[src/hdl/ppss_pkg.sv]
// Shared types and constants for the preemptive priority mode stack.
package ppss_pkg;

   localparam int MODE_W   = 3;
   localparam int KIND_W   = 2;
   localparam int PRIO_W   = 3;
   localparam int DEPTH_W  = 4;
   localparam int TABLE_W  = 21;

   localparam logic [MODE_W-1:0]  NUM_MODES    = 3'd7;
   localparam logic [MODE_W-1:0]  MODE_STANDBY = 3'd0;
   localparam logic [TABLE_W-1:0] PRIO_RESET   = 21'd1754760;

   // Event kinds carried on the request channel.
   localparam logic [KIND_W-1:0] KIND_REQUEST = 2'd0;
   localparam logic [KIND_W-1:0] KIND_RELEASE = 2'd1;
   localparam logic [KIND_W-1:0] KIND_FORCE   = 2'd2;

   typedef struct packed {
      logic                transitioned;
      logic [MODE_W-1:0]   exited_state;
      logic [MODE_W-1:0]   current_state;
      logic [DEPTH_W-1:0]  stack_depth;
   } result_type;

   // Priority of a mode out of the packed table; mode 7 has none.
   function automatic logic [PRIO_W-1:0] prio_of(input logic [TABLE_W-1:0] table_bits,
                                                 input logic [MODE_W-1:0]  mode);
      logic [PRIO_W-1:0] prio;
      unique case (mode)
         3'd0:    prio = table_bits[2:0];
         3'd1:    prio = table_bits[5:3];
         3'd2:    prio = table_bits[8:6];
         3'd3:    prio = table_bits[11:9];
         3'd4:    prio = table_bits[14:12];
         3'd5:    prio = table_bits[17:15];
         3'd6:    prio = table_bits[20:18];
         default: prio = '0;
      endcase
      return prio;
   endfunction

endpackage

[src/hdl/ppss_engine.sv]
// Mode state, saved-mode stack and the per-event next-state logic.
module ppss_engine #(
   parameter int STACK_DEPTH = 8
) (
   input  logic                          clock,
   input  logic                          reset,
   input  logic                          step_valid,
   input  logic [ppss_pkg::KIND_W-1:0]   step_kind,
   input  logic [ppss_pkg::MODE_W-1:0]   step_mode,
   input  logic [ppss_pkg::TABLE_W-1:0]  prio_table,
   output ppss_pkg::result_type          step_result
);
   import ppss_pkg::*;

   localparam int CNT_W = $clog2(STACK_DEPTH + 1);
   localparam int IDX_W = $clog2(STACK_DEPTH);
   localparam logic [CNT_W-1:0] CNT_FULL = CNT_W'(STACK_DEPTH);

   logic [MODE_W-1:0] active_ff, active_in;
   logic [CNT_W-1:0]  count_ff, count_in;
   logic [MODE_W-1:0] saved_ff [STACK_DEPTH];

   logic              push;
   logic [CNT_W-1:0]  count_dec;
   logic [MODE_W-1:0] top_mode;
   logic [MODE_W-1:0] exited;
   logic              moved;

   assign count_dec = count_ff - CNT_W'(1);
   assign top_mode  = saved_ff[count_dec[IDX_W-1:0]];

   always_comb begin
      active_in = active_ff;
      count_in  = count_ff;
      exited    = MODE_STANDBY;
      moved     = 1'b0;
      push      = 1'b0;
      unique case (step_kind)
         KIND_REQUEST: begin
            if (step_mode != NUM_MODES && step_mode != active_ff &&
                prio_of(prio_table, step_mode) > prio_of(prio_table, active_ff) &&
                count_ff < CNT_FULL) begin
               push      = 1'b1;
               exited    = active_ff;
               active_in = step_mode;
               count_in  = count_ff + CNT_W'(1);
               moved     = 1'b1;
            end
         end
         KIND_RELEASE: begin
            exited = active_ff;
            moved  = 1'b1;
            if (count_ff != '0) begin
               count_in  = count_dec;
               active_in = (top_mode == NUM_MODES) ? MODE_STANDBY : top_mode;
            end else begin
               count_in  = '0;
               active_in = MODE_STANDBY;
            end
         end
         KIND_FORCE: begin
            exited    = active_ff;
            moved     = 1'b1;
            count_in  = '0;
            active_in = MODE_STANDBY;
         end
         default: begin
         end
      endcase
   end

   always_comb begin
      step_result.transitioned  = moved;
      step_result.exited_state  = exited;
      step_result.current_state = active_in;
      step_result.stack_depth   = DEPTH_W'(count_in);
   end

   always_ff @(posedge clock) begin
      if (reset) begin
         active_ff <= MODE_STANDBY;
         count_ff  <= '0;
      end else if (step_valid) begin
         active_ff <= active_in;
         count_ff  <= count_in;
      end
   end

   always_ff @(posedge clock) begin
      if (step_valid && push) begin
         saved_ff[count_ff[IDX_W-1:0]] <= active_ff;
      end
   end

endmodule

[src/hdl/preemptive_priority_state_stack_core.sv]
// Top level of the preemptive priority mode arbiter with its nesting stack.
//
// Usage: each request-channel transaction carries one event. req_tuser holds
// the event kind (request a mode, release, force standby) and req_tdata the
// requested mode. Every event produces exactly one response transaction that
// reports whether a transition took place, the mode that was left, the mode
// now active and the number of saved (preempted) modes.
// The priority table is written through csr_wr_en / csr_wr_data while the
// block is idle; it takes effect for the next event.
// An event is captured in the input register; when it advances, the mode
// logic updates its state and loads the response register. Throughput is
// one event per cycle while the receiver does not stall.
// Reset returns the block to standby with an empty stack and loads the
// default table, in which mode i has priority i. When the receiver stalls,
// the response register holds its transaction and the input register still
// takes one more event; after that req_tready drops until rsp_tready rises.
module preemptive_priority_state_stack_core #(
   parameter int STACK_DEPTH = 8
) (
   input  logic        clock,
   input  logic        reset,
   // Request channel.
   input  logic        req_tvalid,
   output logic        req_tready,
   input  logic [7:0]  req_tdata,   // [2:0] requested_state, [7:3] zero
   input  logic [1:0]  req_tuser,   // [1:0] kind
   // Response channel.
   output logic        rsp_tvalid,
   input  logic        rsp_tready,
   output logic [15:0] rsp_tdata,   // [0] transitioned, [3:1] exited_state,
                                    // [6:4] current_state, [10:7] stack_depth,
                                    // [15:11] zero
   // Configuration port for the priority table.
   input  logic        csr_wr_en,
   input  logic [20:0] csr_wr_data
);
   import ppss_pkg::*;

   // Input register stage.
   logic              in_valid_ff, in_valid_in;
   logic [KIND_W-1:0] in_kind_ff;
   logic [MODE_W-1:0] in_mode_ff;

   // Response register stage.
   logic              out_valid_ff, out_valid_in;
   result_type        out_result_ff;

   logic [TABLE_W-1:0] prio_ff;

   logic       req_take;
   logic       advance;
   result_type step_result;

   // The captured event moves on when the response register is free or its
   // transaction completes in this cycle.
   assign advance    = in_valid_ff && (!out_valid_ff || rsp_tready);
   assign req_tready = !in_valid_ff || advance;
   assign req_take   = req_tvalid && req_tready;

   assign in_valid_in  = req_take || (in_valid_ff && !advance);
   assign out_valid_in = advance || (out_valid_ff && !rsp_tready);

   always_ff @(posedge clock) begin
      if (reset) begin
         in_valid_ff  <= 1'b0;
         out_valid_ff <= 1'b0;
         prio_ff      <= PRIO_RESET;
      end else begin
         in_valid_ff  <= in_valid_in;
         out_valid_ff <= out_valid_in;
         if (csr_wr_en) begin
            prio_ff <= csr_wr_data;
         end
      end
   end

   // Payload registers carry no reset; the valid bits qualify them.
   always_ff @(posedge clock) begin
      if (req_take) begin
         in_kind_ff <= req_tuser;
         in_mode_ff <= req_tdata[MODE_W-1:0];
      end
      if (advance) begin
         out_result_ff <= step_result;
      end
   end

   ppss_engine #(
      .STACK_DEPTH (STACK_DEPTH)
   ) u_engine (
      .clock       (clock),
      .reset       (reset),
      .step_valid  (advance),
      .step_kind   (in_kind_ff),
      .step_mode   (in_mode_ff),
      .prio_table  (prio_ff),
      .step_result (step_result)
   );

   assign rsp_tvalid = out_valid_ff;
   assign rsp_tdata  = {5'b0,
                        out_result_ff.stack_depth,
                        out_result_ff.current_state,
                        out_result_ff.exited_state,
                        out_result_ff.transitioned};

endmodule
[config.mk]
export PLATFORM = sky130hd
export DESIGN_NAME = preemptive_priority_state_stack_core
export DESIGN_NICKNAME = d
export VERILOG_FILES = /design/src/hdl/ppss_pkg.sv /design/src/hdl/ppss_engine.sv /design/src/hdl/preemptive_priority_state_stack_core.sv
export SDC_FILE = /design/constraint.sdc
export NUM_CORES = 1
export LEC_CHECK = 0
export ABC_CLOCK_PERIOD_IN_PS = 3150
export BUFFER_PORTS_ARGS = -buffer_cell sky130_fd_sc_hd__buf_2
export CORE_MARGIN = 2
export CORE_UTILIZATION = 30
export CTS_CLUSTER_SIZE = 24
export DETAILED_ROUTE_END_ITERATION = 16
export GPL_TIMING_DRIVEN = 0
export PLACE_DENSITY = 0.45
export SYNTH_ARGS = -nofsm -noshare
export SYNTH_HDL_FRONTEND = slang
export SYNTH_SLANG_ARGS = --single-unit
[constraint.sdc]
create_clock -name clock -period 3.15 [get_ports clock]
set_input_delay 0.1575 -clock clock [delete_from_list [all_inputs] [get_ports clock]]
set_output_delay 0.1575 -clock clock [all_outputs]
set_load 0.005 [all_outputs]
==> impl_metrics.yaml, run 1 <==
run_status:
  status: "completed"
route:
  drt_iter0_drc: 127
  firstDrtPassIters: 4
  drt-wirelength-per-cell_um: 16.18
  detail_route.vias_per_cell: 5.014
  drc: 0
  wl_um: 9127
  dr_total_vias: 2828
  drtAntennaViolNets: 0
placed_design:
  pre_cts_ws_ns: -0.7714
  place.gp.congestion: 0.7897
  hpwl_um: 6652
  port_buffers: 42
sta:
  period_needed_ns: 3.004
  tns_ns: 0
  timing.final.ws_setup_ns: 0.1456
  fin_skew_ns: 0.007359
  slew_headroom: 0.4973
  fin_hold_ws_ns: 0.01733
  tightest_slew_ns: 0.7533
  min_period_over_period: 0.9538
  hold_violations: 0
  maxClockFrequency_mhz: 332.8
  rsz0062_at_grt: "false"
  setup_viol: 0
  slew_violations: 0
synth:
  async_reset_ff_frac: 0
  yosys-top-cells-area: "edfxtp_1, dfxtp_1, mux2i_1"
  synthMostInstantiatedCell: "edfxtp_1"
  synth_cell_type_count: 52
  synth-main-ff-cell: "edfxtp_1"
  ys_ff_latch: 70
  avgSynthCellArea_um2: 10.89
  synth_top_area_share: 0.3262
  synth-edff-count: 40
  synth_commonest_cells: "edfxtp_1, dfxtp_1, nor2_1"
  syn_inst: 338
  synth.cell_area_um2: 3682
  yosysTopAreaCell: "edfxtp_1"
  yosysSeqAreaShare: 0.4893
  yosysWarnings: 0
clock_network:
  clk_pin_slew_worst_paths_ns: 0.06
  clock_sinks: 70
  cts_buffer_depth: 2
  cts_htree_levels: 3
  tritoncts: "built"
  worstSkewPairLatency_ns: 0.34
  ctsRootBufferMaster: "clkbuf_16"
  cts_buffers: 9
critical_path:
  cp.required_ns: 3.18
  r2r_cells: 10
  setup.worst_path.start_class: "flop"
  critPathMaxFanout: 11
  reg2reg_slack_ns: 0.15
  arrival_ns: 3.03
  worstSetupPathType: "flop to flop"
  r2r-end: "u_engine.saved_ff[0][1]"
  end_kind: "flop"
  r2r-start: "u_engine.active_ff[2]"
pwr:
  power.density_nw_per_um2: 480.6
  ir_worst_vdd_mv: 0.2709
  p_leak_nw: 1.751
  finalPower_mw: 2.239
die:
  initial_core_util: 0.3066
  rows: 40
  dieHeight_um: 114.8
  ios: 54
  core_area_um2: 12010
  die_w_um: 114.8
  die-area_um2: 13180
global_route:
  grt_overflow: 0
  antenna_found_initial: 0
  grt_pass1_vias: 2873
  track_usage: 0.1491
  grt_max_degree: 17
  grt_pass1_wl_um: 14790
final_layout:
  n_antenna_cell: 0
  drive_gt1_frac: 0.2950
  final_nets: 456
  area_growth_pct: 26.50
hold_path:
  worstHoldPathType: "primary input to flop"
  min_to: "prio_ff[15]"
  hold-path-cell-count: 2
  hold_start: "csr_wr_data[15]"
run:
  max_cap_viol_count: 0
==> kinds of logic (layout without fill, tap and decap cells) <==
kind of cell / after synthesis / in the layout / share of synthesized area
adder cells (fa/ha/maj): 8 / 8 / 0.02718
buffers and inverters: 39 / 114 / 0.04927
other: 1 / 5 / 0.001018
AO/OA/AOI/OAI: 72 / 72 / 0.1342
multiplexers: 47 / 47 / 0.1570
XOR/XNOR: 4 / 4 / 0.01156
AND/OR/NAND/NOR: 97 / 97 / 0.1305
flip-flops: 70 / 70 / 0.4893
==> how the worst max path moves through the flow <==
stage | start | endpoint | cells past startpoint
floorplan | u_engine.active_ff[2] | u_engine.saved_ff[1][0] | 11
global placement | u_engine.active_ff[2] | u_engine.saved_ff[1][1] | 11
detailed placement | u_engine.active_ff[2] | u_engine.saved_ff[1][1] | 11
CTS | in_mode_ff[0] | u_engine.saved_ff[1][2] | 13
global route | u_engine.active_ff[2] | u_engine.saved_ff[0][2] | 10
finish | u_engine.active_ff[2] | u_engine.saved_ff[0][1] | 10
==> worst max-delay path: stages, from the launching register on <==
cell	delay [ns]
dfxtp_4	0.43
mux2_2	0.37
a221o_1	0.36
o21ai_0	0.10
ha_1	0.28
and3_1	0.18
a31oi_2	0.18
and4_1	0.22
buf_6	0.13
nand3_4	0.13
nor3_4	0.30
==> sequential cells by signal, summed over array words and instances (netlist names) <==
| signal | count |
|---|---|
| u_engine.saved_ff | 24 |
| prio_ff | 21 |
| rsp_tdata | 11 |
| u_engine.count_ff | 4 |
| in_mode_ff | 3 |
| u_engine.active_ff | 3 |
| in_kind_ff | 2 |
| in_valid_ff | 1 |
| rsp_tvalid | 1 |
==> final cells by class <==
| cell class | count | area [um^2] |
|---|---|---|
| buffer | 25 | 171.4 |
| clock buffer | 9 | 225.2 |
| clock inverter | 7 | 57.56 |
| fill | 1201 | 7353 |
| inverter | 14 | 52.55 |
| multi-input combinational | 233 | 1800 |
| sequential | 70 | 1813 |
| tap | 147 | 183.9 |
| timing repair buffer | 59 | 354.1 |
==> where the power goes <==
group          switching (mW)  leakage [nW]  internal (mW)
Clock                   0.420         0.134          0.543
Combinational           0.137         0.990          0.125
Sequential             0.0227         0.627          0.992
Total                   0.579          1.75           1.66
==> metrics by stage <==
| step | area [um^2] | cells | utilization |
|---|---|---|---|
| after global placement | 4093 | 531 | 0.3407 |
| after detailed placement | 4093 | 531 | 0.3407 |
| after floorplan | 3699 | 342 | - |
| after global routing | 4658 | 564 | 0.3878 |
| after CTS | 4554 | 555 | 0.3792 |
| final | 4658 | 564 | 0.3878 |
==> timing repair <==
| item | in CTS | in global routing |
|---|---|---|
| setup buffers | 3 | 9 |
| gates resized for setup | 33 | 13 |
| endpoints found under the setup margin | 40 | 24 |
| hold buffers | 5 | 0 |
| endpoints found under the hold margin | 5 | 0 |
| pin swaps | 2 | 4 |
==> placed cells by master, fill, tap and decap left out, types with 10 or more instances in the layout <==
| master | instances |
|---|---|
| inv_1 | 12 |
| dfxtp_1 | 27 |
| o21ai_0 | 11 |
| nor2_1 | 24 |
| a21oi_1 | 10 |
| a211o_1 | 10 |
| nor2b_1 | 17 |
| buf_4 | 18 |
| mux2_2 | 13 |
| edfxtp_1 | 40 |
| nand2_1 | 17 |
| buf_2 | 45 |
| mux2i_1 | 27 |
==> layer usage <==
metal	vias to the layer above	part of all wire	GRT usage
li1	1389	-	-
met1	1366	0.46	0.1881
met2	63	0.49	0.2465
met3	10	0.044	0.03901
met4	0	0.010	0.05622
met5	-	0	0
Power figures use the tool's default switching activity.
==> inputs of run 2 (changes only) <==
--- a/config.mk
+++ b/config.mk
@@ -7,12 +7,14 @@
 export LEC_CHECK = 0
 export ABC_CLOCK_PERIOD_IN_PS = 3150
 export BUFFER_PORTS_ARGS = -buffer_cell sky130_fd_sc_hd__buf_2
+export CELL_PAD_IN_SITES_DETAIL_PLACEMENT = 2
+export CELL_PAD_IN_SITES_GLOBAL_PLACEMENT = 2
 export CORE_MARGIN = 2
 export CORE_UTILIZATION = 30
 export CTS_CLUSTER_SIZE = 24
 export DETAILED_ROUTE_END_ITERATION = 16
 export GPL_TIMING_DRIVEN = 0
-export PLACE_DENSITY = 0.45
+export PLACE_DENSITY = 0.65
 export SYNTH_ARGS = -nofsm -noshare
 export SYNTH_HDL_FRONTEND = slang
 export SYNTH_SLANG_ARGS = --single-unit
==> impl_metrics.yaml, run 2 (synthesis gave the netlist of run 1 again) <==
sta:
  maxClockFrequency_mhz: 329.9
  slew_violations: 0
  min_period_over_period: 0.9624
  slew_headroom: 0.4627
  tightest_slew_ns: 0.8050
  setup_viol: 0
  period_needed_ns: 3.031
  hold_violations: 0
  rsz0062_at_grt: "false"
  timing.final.ws_setup_ns: 0.1186
  fin_skew_ns: 0.01024
placed_design:
  pre_cts_ws_ns: -0.8973
  dp_cells: 531
  hpwl_um: 7894
  port_buffers: 42
  place.gp.congestion: 0.8156
global_route:
  grt_max_degree: 17
  grt_overflow: 0
  grt_pass1_vias: 3112
  track_usage: 0.1789
  grt_pass1_wl_um: 17600
  antenna_found_initial: 0
die:
  die_w_um: 114.8
  die-area_um2: 13180
  dieHeight_um: 114.8
  initial_core_util: 0.3066
  core_area_um2: 12010
  ios: 54
  rows: 40
route:
  wl_met1_um: 5116
  met3WireLength_um: 372
  drt_iter0_drc: 127
  dr_total_vias: 2900
  detail_route.vias_per_cell: 5.197
  wl_um: 11000
  top_layer: "met4"
  drt-wirelength-per-cell_um: 19.71
  drc: 0
  wl_met2_um: 5413
  firstDrtPassIters: 4
  drtAntennaViolNets: 0
final_layout:
  fillers: 1262
  area_growth_pct: 25.96
  final_cells: 558
  utilization: 0.3861
  n_antenna_cell: 0
  layout_common_cells: "buf_2, edfxtp_1, mux2i_1, dfxtp_1, nor2_1"
  largest_reg_flops: 24
  drive_gt1_frac: 0.2774
  final_common_cell: "buf_2"
  final_nets: 450
pwr:
  ir_worst_vdd_mv: 0.2365
  power.density_nw_per_um2: 510.4
  finalPower_mw: 2.367
  p_leak_nw: 1.735
critical_path:
  critPathMaxFanout: 5
  worstSetupPathType: "flop to flop"
  setup.worst_path.start_class: "flop"
  cp.required_ns: 3.17
  arrival_ns: 3.06
  end_kind: "flop"
clock_network:
  cts_buffers: 9
  tritoncts: "built"
  cts_buffer_depth: 2
  cts_htree_levels: 3
  worstSkewPairLatency_ns: 0.35
  clk_pin_slew_worst_paths_ns: 0.06
  clock_sinks: 70
  ctsRootBufferMaster: "clkbuf_16"
run:
  max_cap_viol_count: 0
hold_path:
  worstHoldPathType: "primary input to flop"
run_status:
  status: "completed"
[run 2: worst paths after layout]
path	start	to	slack (ns)	cells after the start
worst max-delay path	in_mode_ff[2]	u_engine.saved_ff[0][0]	0.12	11
worst min-delay path	csr_wr_data[17]	prio_ff[17]	0.03	2
worst max register to register	in_mode_ff[2]	u_engine.saved_ff[0][0]	0.12	11
worst min register to register	u_engine.active_ff[0]	u_engine.saved_ff[4][0]	0.52	0
[run 2: cell type report]
class                           instances  area, um^2  share of cell area
Clock inverter                          5       76.32             0.01646
Tap cell                              147       183.9             0.03965
Multi-Input combinational cell        233        1797              0.3874
Inverter                               14       52.55             0.01133
Sequential cell                        70        1813              0.3909
Buffer                                 25       173.9             0.03750
Timing Repair Buffer                   53       309.0             0.06663
Clock buffer                           11       232.7             0.05018
[run 2: routing by layer]
layer,up-vias,track usage
met2,51,0.2911
met3,6,0.04744
met5,-,0
met1,1459,0.2375
li1,1384,-
met4,0,0.04819
[run 2: stage by stage]
step	instance area, um^2	hold slack, ns	setup TNS (ns)
6_report	4638	0.02558	0
5_1_grt	4638	0.02180	0
3_5_place_dp	4093	0.3378	-23.09
2_1_floorplan	3699	0.2564	0
3_3_place_gp	4093	0.3369	-21.53
4_1_cts	4613	0.01378	0
[run 2: repair_timing]
item,in CTS,in global routing
hold endpoints to repair,5,0
resized for setup,35,5
endpoints found under the setup margin,41,26
pin swaps,3,2
setup buffers,5,1
hold buffers,5,0
[run 2: where the power goes]
part           internal, mW  switching (mW)  leakage (nW)  total, mW
combinational         0.121           0.148         0.961      0.268
sequential            0.992          0.0236         0.627       1.02
clock                 0.689           0.394         0.147       1.08
[run 2: worst max-delay path: stages, from the launching register on]
cell and delay [ns]:
edfxtp_1 0.41, buf_6 0.14, mux2_2 0.33, a221o_1 0.30, a21oi_1 0.14, ha_1 0.24
and3_1 0.20, a31oi_2 0.20, and4_1 0.24, buf_6 0.13, nand3_4 0.12, nor3_4 0.27
==> inputs of run 3 (changes only) <==
--- a/config.mk
+++ b/config.mk
@@ -11,6 +11,7 @@
 export CELL_PAD_IN_SITES_GLOBAL_PLACEMENT = 2
 export CORE_MARGIN = 2
 export CORE_UTILIZATION = 30
+export CTS_BUF_LIST = sky130_fd_sc_hd__clkbuf_8
 export CTS_CLUSTER_SIZE = 24
 export DETAILED_ROUTE_END_ITERATION = 16
 export GPL_TIMING_DRIVEN = 0
==> constraint.sdc (replaced) <==
create_clock -name clock -period 3.15 [get_ports clock]
set_input_delay 0.315 -clock clock [delete_from_list [all_inputs] [get_ports clock]]
set_output_delay 0.315 -clock clock [all_outputs]
set_load 0.005 [all_outputs]
==> impl_metrics.yaml, run 3 (synthesis gave the netlist of run 1 again) <==
final_layout:
  final_nets: 445
  drive_gt1_frac: 0.2808
  area_growth_pct: 21.92
  n_antenna_cell: 0
  final_common_cell: "buf_2"
  final_cells: 553
  design_area_um2: 4489
  layout_common_cells: "buf_2, edfxtp_1, mux2i_1, dfxtp_1, nor2_1"
  largest_reg_flops: 24
critical_path:
  path_buf_inv: 2
  end_kind: "flop"
  critPathSlowestCell: "edfxtp_1"
  arrival_ns: 3.06
  critPathMaxFanout: 5
  worstPathCellList: "buf_4 > mux2_2 > a221o_1 > a21oi_1 > ha_1 > and3_1 > a31oi_4 > and4_1 > buf_6 > nand3_4 > nor3_4"
  r2r-start: "in_mode_ff[2]"
  setup.worst_path.start_class: "flop"
  cp.required_ns: 3.20
  slowest_delay_ns: 0.39
  worstSetupPathType: "flop to flop"
  path_delay_family: "simple AND/OR/NAND/NOR gates"
  setup.worst_path.start: "in_mode_ff[2]"
sta:
  maxClockFrequency_mhz: 332.8
  min_period_over_period: 0.9540
  rsz0062_at_grt: "false"
  tns_ns: 0
  slew_headroom: 0.4763
  timing.final.ws_setup_ns: 0.1450
  setup_viol: 0
  hold_violations: 0
  period_needed_ns: 3.005
  fin_skew_ns: 0.01236
  slew_violations: 0
  tightest_slew_ns: 0.7847
pwr:
  finalPower_mw: 2.072
  p_leak_nw: 1.676
  power.density_nw_per_um2: 461.6
  ir_worst_vdd_mv: 0.2490
hold_path:
  worstHoldPathType: "primary input to flop"
  hold_start: "req_tdata[2]"
route:
  drtAntennaViolNets: 0
  detail_route.vias_per_cell: 5.251
  drt-wirelength-per-cell_um: 19.31
  wl_um: 10680
  firstDrtPassIters: 4
  drc: 0
  dr_total_vias: 2904
  drt_iter0_drc: 147
placed_design:
  port_buffers: 42
  placed_area_um2: 4093
  pre_cts_ws_ns: -0.8973
  place.gp.congestion: 0.8156
  dp_cells: 531
  hpwl_um: 7894
global_route:
  grt_pass1_wl_um: 16990
  grt_overflow: 0
  antenna_found_initial: 0
  grt_pass1_vias: 3069
  grt_max_degree: 17
  track_usage: 0.1728
die:
  initial_core_util: 0.3066
  rows: 40
  dieHeight_um: 114.8
  die-area_um2: 13180
  core_area_um2: 12010
  die_w_um: 114.8
  ios: 54
clock_network:
  cts_buffer_depth: 2
  clk_pin_slew_worst_paths_ns: 0.07
  clock_sinks: 70
  tritoncts: "built"
  cts_buffers: 9
  worstSkewPairLatency_ns: 0.37
  cts_htree_levels: 3
  ctsRootBufferMaster: "clkbuf_8"
run_status:
  status: "completed"
run:
  max_cap_viol_count: 0
## run 3: per-layer routing
layer	GRT usage	vias up	routed length, um
li1	-	1372	-
met4	0.06747	0	160
met2	0.2734	65	5081
met5	0	-	0
met3	0.03954	10	438
met1	0.2312	1457	5000
## run 3: final timing paths
check,end,slack (ns),cells after the start
max,u_engine.saved_ff[0][0],0.14,11
min,in_mode_ff[2],0.12,1
max reg2reg,u_engine.saved_ff[0][0],0.14,11
min reg2reg,prio_ff[18],0.53,2
## run 3: what timing repair did
action	CTS	global route
endpoints found under the setup margin	41	27
setup buffers	5	1
gates resized for setup	31	8
pin swaps	3	2
hold buffers	0	0
## run 3: area by class of cell
| class | count | area, um^2 |
|---|---|---|
| buffer | 25 | 173.9 |
| clock buffer | 9 | 123.9 |
| clock inverter | 7 | 83.83 |
| fill | 1300 | 7522 |
| inverter | 14 | 52.55 |
| multi-input combinational | 233 | 1805 |
| sequential | 70 | 1810 |
| tap | 147 | 183.9 |
| timing repair buffer | 48 | 255.2 |
## run 3: where the power goes
group	internal (mW)	switching [mW]	total (mW)
clock network	0.436	0.357	0.793
logic	0.118	0.147	0.265
registers	0.992	0.0230	1.01
total	1.55	0.527	2.07
## run 3: metrics by stage
stage	utilization	hold slack, ns
3_5_place_dp	0.3407	0.4953
6_report	0.3738	0.1215
2_1_floorplan	-	0.4139
3_3_place_gp	0.3407	0.4944
4_1_cts	0.3695	0.09609
5_1_grt	0.3738	0.08911
